File: src/rtl/core/pacb_pkg.sv
// ----------------------------------------------------------------------------
// pacb_pkg
// Shared types and constants of the polygon area, centroid and bounds block.
// ----------------------------------------------------------------------------
`default_nettype none

package pacb_pkg;

  localparam int CFG_INDEX_W = 8;
  localparam logic [CFG_INDEX_W-1:0] REG_NORTH = 8'd0;
  localparam logic [CFG_INDEX_W-1:0] REG_SOUTH = 8'd1;
  localparam logic [CFG_INDEX_W-1:0] REG_EAST  = 8'd2;
  localparam logic [CFG_INDEX_W-1:0] REG_WEST  = 8'd3;

  localparam int ACC_W      = 64;
  localparam int LEN_ACC_W  = 48;
  localparam int MUL_CHUNK  = 16;
  localparam int SQRT_IN_W  = 66;
  localparam int SQRT_OUT_W = 33;
  localparam int QUEUE_DEPTH = 2;

  typedef enum logic [1:0] {
    OP_EMPTY,
    OP_OPEN,
    OP_SEGMENT
  } op_e;

  typedef struct packed {
    op_e  op;
    logic rev;
    logic ends;
  } item_ctrl_t;

  typedef struct packed {
    logic load_north;
    logic load_south;
    logic load_east;
    logic load_west;
  } cfg_ctrl_t;

  typedef enum logic [3:0] {
    ST_IDLE,
    ST_MUL_LOAD,
    ST_MUL,
    ST_MUL_DONE,
    ST_NORM,
    ST_SQRT,
    ST_FIN,
    ST_DIVX_LD,
    ST_DIVX,
    ST_DIVY_LD,
    ST_DIVY,
    ST_OUT
  } state_e;

  typedef enum logic [2:0] {
    JOB_AREA,
    JOB_A2,
    JOB_B2,
    JOB_WX,
    JOB_WY
  } job_e;

endpackage

`default_nettype wire

File: src/rtl/core/pacb_front.sv
// ----------------------------------------------------------------------------
// pacb_front
// Accepts vertex items, classifies them and holds them in a short queue.
// ----------------------------------------------------------------------------
`default_nettype none

module pacb_front #(
  parameter int COORD_WIDTH = 32
) (
  input  wire                           clk_i,
  input  wire                           rst_ni,
  input  wire                           in_valid_i,
  output logic                          in_ready_o,
  input  wire signed [COORD_WIDTH-1:0]  coord_x_i,
  input  wire signed [COORD_WIDTH-1:0]  coord_y_i,
  input  wire                           starts_line_i,
  input  wire                           line_reversed_i,
  input  wire                           ends_area_i,
  input  wire                           empty_area_i,
  output logic                          q_valid_o,
  input  wire                           q_pop_i,
  output logic signed [COORD_WIDTH-1:0] q_x_o,
  output logic signed [COORD_WIDTH-1:0] q_y_o,
  output pacb_pkg::item_ctrl_t          q_ctrl_o
);

  localparam int PW = $clog2(pacb_pkg::QUEUE_DEPTH);
  localparam int CW = $clog2(pacb_pkg::QUEUE_DEPTH + 1);

  logic signed [COORD_WIDTH-1:0] x_mem [pacb_pkg::QUEUE_DEPTH];
  logic signed [COORD_WIDTH-1:0] y_mem [pacb_pkg::QUEUE_DEPTH];
  pacb_pkg::item_ctrl_t          c_mem [pacb_pkg::QUEUE_DEPTH];

  logic [PW-1:0] wr_ptr_q, rd_ptr_q;
  logic [CW-1:0] cnt_q, cnt_d;
  logic          have_prev_q;
  logic          push, pop;
  pacb_pkg::item_ctrl_t cls;

  assign in_ready_o = (cnt_q != CW'(pacb_pkg::QUEUE_DEPTH));
  assign push       = in_valid_i && in_ready_o;
  assign q_valid_o  = (cnt_q != '0);
  assign pop        = q_pop_i && q_valid_o;

  always_comb begin
    cls.rev  = line_reversed_i;
    cls.ends = ends_area_i;
    if (empty_area_i) begin
      cls.op = pacb_pkg::OP_EMPTY;
    end else if (starts_line_i || !have_prev_q) begin
      cls.op = pacb_pkg::OP_OPEN;
    end else begin
      cls.op = pacb_pkg::OP_SEGMENT;
    end
  end

  always_comb begin
    cnt_d = cnt_q;
    if (push && !pop) begin
      cnt_d = cnt_q + CW'(1);
    end else if (pop && !push) begin
      cnt_d = cnt_q - CW'(1);
    end
  end

  assign q_x_o    = x_mem[rd_ptr_q];
  assign q_y_o    = y_mem[rd_ptr_q];
  assign q_ctrl_o = c_mem[rd_ptr_q];

  always_ff @(posedge clk_i or negedge rst_ni) begin
    if (!rst_ni) begin
      wr_ptr_q    <= '0;
      rd_ptr_q    <= '0;
      cnt_q       <= '0;
      have_prev_q <= 1'b0;
    end else begin
      cnt_q <= cnt_d;
      if (push) begin
        wr_ptr_q    <= wr_ptr_q + PW'(1);
        have_prev_q <= !empty_area_i && !ends_area_i;
      end
      if (pop) begin
        rd_ptr_q <= rd_ptr_q + PW'(1);
      end
    end
  end

  always_ff @(posedge clk_i) begin
    if (push) begin
      x_mem[wr_ptr_q] <= coord_x_i;
      y_mem[wr_ptr_q] <= coord_y_i;
      c_mem[wr_ptr_q] <= cls;
    end
  end

endmodule

`default_nettype wire

File: config.mk
export PLATFORM = sky130hd
export DESIGN_NAME = pacb_front
export DESIGN_NICKNAME = d
export VERILOG_FILES = /design/src/rtl/core/pacb_pkg.sv /design/src/rtl/core/pacb_front.sv
export SDC_FILE = /design/constraint.sdc
export NUM_CORES = 1
export LEC_CHECK = 0
export BUFFER_PORTS_ARGS = -buffer_cell sky130_fd_sc_hd__buf_2
export CAP_MARGIN = 10
export CORE_MARGIN = 2
export CORE_UTILIZATION = 52
export CTS_CLUSTER_DIAMETER = 60
export DETAILED_ROUTE_END_ITERATION = 12
export PLACE_DENSITY = 0.78
export SETUP_SLACK_MARGIN = 0.02
export SLEW_MARGIN = 5
export SYNTH_ARGS = -nofsm -noshare
export SYNTH_HDL_FRONTEND = slang
export SYNTH_SLANG_ARGS = --single-unit
export TNS_END_PERCENT = 30
File: constraint.sdc
create_clock -name clk_i -period 5 [get_ports clk_i]
set_input_delay 0.25 -clock clk_i [delete_from_list [all_inputs] [get_ports clk_i]]
set_output_delay 0.25 -clock clk_i [all_outputs]
set_load 0.05 [all_outputs]
== Word level (Yosys, flattened, before mapping) ==
Memories as Yosys holds them, arrays and structs flattened.
Index checks and enable logic that the tools add are counted.
Cells by class
  $add $sub $neg: 4
  multipliers: 0
  div/mod/pow operators: 0
  magnitude comparators: 0
  equal/unequal tests: 1
  shift-type cells: 0
  multiplexer cells: 6
  bitwise operators: 0
  reduce and logical (&&, ||, !) cells: 13
Operators by type and width (number)
  $mux W2: 4
  $logic_and A1 B1 Y1: 5
  $logic_not A1 Y1: 5
  $reduce_bool A2 Y1: 2
  $add A1 B1 Y1 const B: 2
  $add A2 B1 Y2 const B: 1
  $mux W1: 2
  $ne A2 B2 Y1 const B: 1
  $sub A2 B1 Y2 const B: 1
  $logic_or A1 B1 Y1: 1
Storage, ports and cells
  flip-flop bits (word level): 5
  bits in latches: 0
  memory bits (writable): 136
  memory bits (read-only): 0
  bits of input ports: 72
  output and inout bits: 70
  logic and storage cells: 31
  memories kept: 3
Memory list
  x_mem: depth 2, width 32, rd ports 1, clocked after Yosys merged registers in 0, wr ports 1, RTL line pacb_front.sv:30  | logic signed [COORD_WIDTH-1:0] x_mem [pacb_pkg::QUEUE_DEPTH];
  y_mem: depth 2, width 32, rd ports 1, clocked after Yosys merged registers in 0, wr ports 1, RTL line pacb_front.sv:31  | logic signed [COORD_WIDTH-1:0] y_mem [pacb_pkg::QUEUE_DEPTH];
  c_mem: depth 2, width 4, rd ports 1, clocked after Yosys merged registers in 0, wr ports 1, RTL line pacb_front.sv:32  | pacb_pkg::item_ctrl_t c_mem [pacb_pkg::QUEUE_DEPTH];

== Logic depth before layout (Yosys ltp) ==
  depth after elaboration: 6
  mapped depth: 7
  mapped depth without buffers: 7

== Least setup slack after synthesis ==
No wires, ideal clock.
  kind: flip-flop to flip-flop
  from: register cnt_q[0]
  to: memory c_mem[0][0] in the netlist's numbering, enable pin
  library setup time: 494 ps
  arrival time: 3688 ps
  data required time: 4506 ps
  path slack: 817 ps
  stages on the path, launching flop included: 4
  buffers on the path: 0
  path through: dfrtp_1 -> nand2b_2 -> nand2_2 -> nor2_1
On the way
  longest elaborated chain between the ends: 4
RTL lines
  start, declared: RTL line pacb_front.sv:35  | logic [CW-1:0] cnt_q, cnt_d;
  start signal, assigned: RTL line pacb_front.sv:77  | cnt_q <= cnt_d;
  $ne A2 B2 Y1: RTL line pacb_front.sv:40  | assign in_ready_o = (cnt_q != CW'(pacb_pkg::QUEUE_DEPTH));
  net in_ready_o: RTL line pacb_front.sv:13  | output logic in_ready_o,
  $logic_and A1 B1 Y1: RTL line pacb_front.sv:41  | assign push = in_valid_i && in_ready_o;
  $mux W1: RTL line pacb_front.sv:89  | if (push) begin
  $mux W1 (implied by the code): RTL line pacb_front.sv:92  | c_mem[wr_ptr_q] <= cls;
  end, declared: RTL line pacb_front.sv:32
The timed path passes the listed nets, and every way through them passes these cells.

== Worst setup path in the final report ==
  from: register rd_ptr_q
  to: output port q_y_o[23]
On the way
  longest elaborated chain between the ends: 1
RTL lines
  start, declared: RTL line pacb_front.sv:34  | logic [PW-1:0] wr_ptr_q, rd_ptr_q;
  start signal, assigned: RTL line pacb_front.sv:83  | rd_ptr_q <= rd_ptr_q + PW'(1);
  $mem_v2 Z2 W32
  end, declared: RTL line pacb_front.sv:23  | output logic signed [COORD_WIDTH-1:0] q_y_o,
No other way between the ends.

==> run summary <==
fin. max-slew vios - 0
endpoints failing hold - 0
Setup crit end kind - output port
hold worst-path end - rd_ptr_q
worst slew pin tran - 0.997 ns
Tmin final - 2.49 ns
placed insts - 504
Post-Route WL - 10,300 µm
first-pass GRT wire length - 16,000 µm
critical path peak fanout - 69
Worst Setup SP - rd_ptr_q
post-synth top area share - 78.5%
first drt pass iteration count - 5
TritonCTS buffer count - 17
remaining design rule violation count - 0
status - completed
required time of the critical path - 4.75 ns
Worst-Skew Late Latency - 0.49 ns
Hold Path Origin - q_pop_i
Setup CP Type - reg2out
Post-synth EDFFs - 136
All-Layer GR Usage - 19.5%
CTS Sinks - 141
Chip Height - 104 µm
initial antenna violation count - 0
Fmax - 0.401 GHz
FF-to-FF Start - cnt_q[0]
Hold Buf Count CTS - 67
WL/cell - 17.1 µm
CTS resizes - 0
die area - 10,800 µm²
Placer Congestion - 0.758
# port buffers - 141
Root Driver - clkbuf_8
final setup violation count - 0
FF+latch count, synth - 141
top cells by area, synth - edfxtp_1, mux2_2, mux2_4
Die Wd - 104 µm
WHS Path Cells - 3
synthesized instance count - 236
count of cell types in the netlist - 19
hold slack - 0.0641 ns
Max VDD drop - 0.358 mV
deepest clock path buffer count - 2
worst flop-to-flop path endpoint - y_mem[0][18]
Relative slew margins - 33.5%
DR vias - 2,948
design area - 7320 µm²
share of layout cells above drive strength 1 - 52.9%
Overall Power - 4920 µW
Worst EP arrival - 2.24 ns
sequential area share after synthesis - 80.9%
Fin Setup TNS - 0 ns
R2R Setup Slk - 2.64 ns
P&R area growth vs syn - 40.6%
grt ovf - 0
post-DP HPWL - 5460 µm
Starting DRT DRC Count - 147
Synth Net Count - 309
ys flop type - edfxtp_1
Cell Pwr Density - 672 nW/µm²
Ant. Diodes - 0
clk slew on worst S/H paths - 0.05 ns
Synth Cell Area - 5200 µm²
cell with the most instances after synthesis - edfxtp_1
Min-Delay Path Class - in2reg
synth cell count leaders - edfxtp_1, mux2_2, mux2_4
largest net degree at the start of global routing - 70
Final nets - 530
CORE AREA - 9730 µm²
Initial Util - 53.5%
vias per std cell - 4.90
H-tree level count - 4
Worst R2R Path Depth - 4
YS warnings - 0
RSZ-0062 raised after global routing - no
io pins - 142
largest area contributor in the netlist - edfxtp_1
Placed Area - 6040 µm²
post-CTS setup repair buffer count - 0
startpoint class of the critical path - register
syn avg cell area - 22.1 µm²
Non-Filler Instances - 602
leak pwr - 0.00284 µW
cell row count - 36
asr flop ratio synth - 3.55%
clock skew - 0.00813 ns
Final period util - 49.9%
Max Cap Viol - 0
CTS tree - built
Final ANT Viol Nets - 0
vias in the first global route - 3,226
-- metrics by stage --
step | setup WS, ns | utilization, %
final | 2.51 | 75.2
after global routing | 2.40 | 75.2
after CTS | 2.49 | 75.2
after detailed placement | 2.60 | 62.1
after global placement | 2.65 | 62.1
after floorplan | 0.817 | -
-- logic make-up (layout without fill, tap and decap cells) --
group / Yosys count / after routing / share of synthesized area [%]
DFF: 141 / 141 / 80.9
muxes: 69 / 69 / 15.6
buffers and inverters: 10 / 243 / 1.35
and+or+nand+nor: 9 / 9 / 0.962
xor gates and xnor gates: 5 / 5 / 0.841
adders and majority gates: 1 / 1 / 0.240
AOI/OAI and AO/OA: 1 / 1 / 0.0961
-- cell usage in the layout (no fill, tap or decap), types with 2 or more instances in the layout --
cell type	netlist	routed
mux2_4	10	10
clkbuf_16	0	16
edfxtp_1	136	136
xnor2_1	3	3
dfrtp_1	5	4
inv_6	0	4
bufinv_16	0	4
clkinv_2	0	3
dlygate4sd3_1	0	67
nor2_1	3	2
buf_2	5	141
xor2_1	2	2
inv_1	2	2
mux2_2	59	59
buf_4	0	2
-- worst max-delay path by stage --
stage                     cells after the start           to  slack, ns
after global placement                        4  y_mem[0][4]       2.65
after global routing                          2     q_y_o[6]       2.40
final                                         2    q_y_o[23]       2.51
after detailed placement                      4  y_mem[0][8]       2.60
after floorplan                               3  c_mem[0][0]       0.82
after CTS                                     2    q_y_o[21]       2.49
-- where the power goes --
part | internal (µW) | switching [µW] | total, µW
registers | 1620 | 191 | 1810
clock network | 812 | 458 | 1270
logic | 553 | 1280 | 1840
total | 2990 | 1930 | 4920
-- critical path, stage by stage (launching register included) --
cell and delay [ns]:
dfrtp_4 1.09, mux2_2 0.43, buf_2 0.21
-- layer usage --
metal / vias to the layer above / track usage [%] / part of all wire (%)
met5: - / 0 / 0
met4: 0 / 7.63 / 1.8
met3: 14 / 6.14 / 5.1
met2: 105 / 35.0 / 55
met1: 1458 / 21.5 / 38
li1: 1371 / - / -
-- sequential cells by signal, summed over array words and instances (netlist names) --
signal       flops
y_mem           64
rd_ptr_q         1
have_prev_q      1
c_mem            8
wr_ptr_q         1
cnt_q            2
x_mem           64
-- layout make-up --
| cell class | instances | area (µm²) |
|---|---|---|
| Clock inverter | 13 | 186 |
| Multi-Input combinational cell | 85 | 935 |
| Timing Repair Buffer | 210 | 1390 |
| Fill cell | 588 | 2410 |
| Inverter | 2 | 7.51 |
| Clock buffer | 18 | 418 |
| Tap cell | 133 | 166 |
| Sequential cell | 141 | 4210 |
Note: power is estimated with default switching activity, not from simulation.
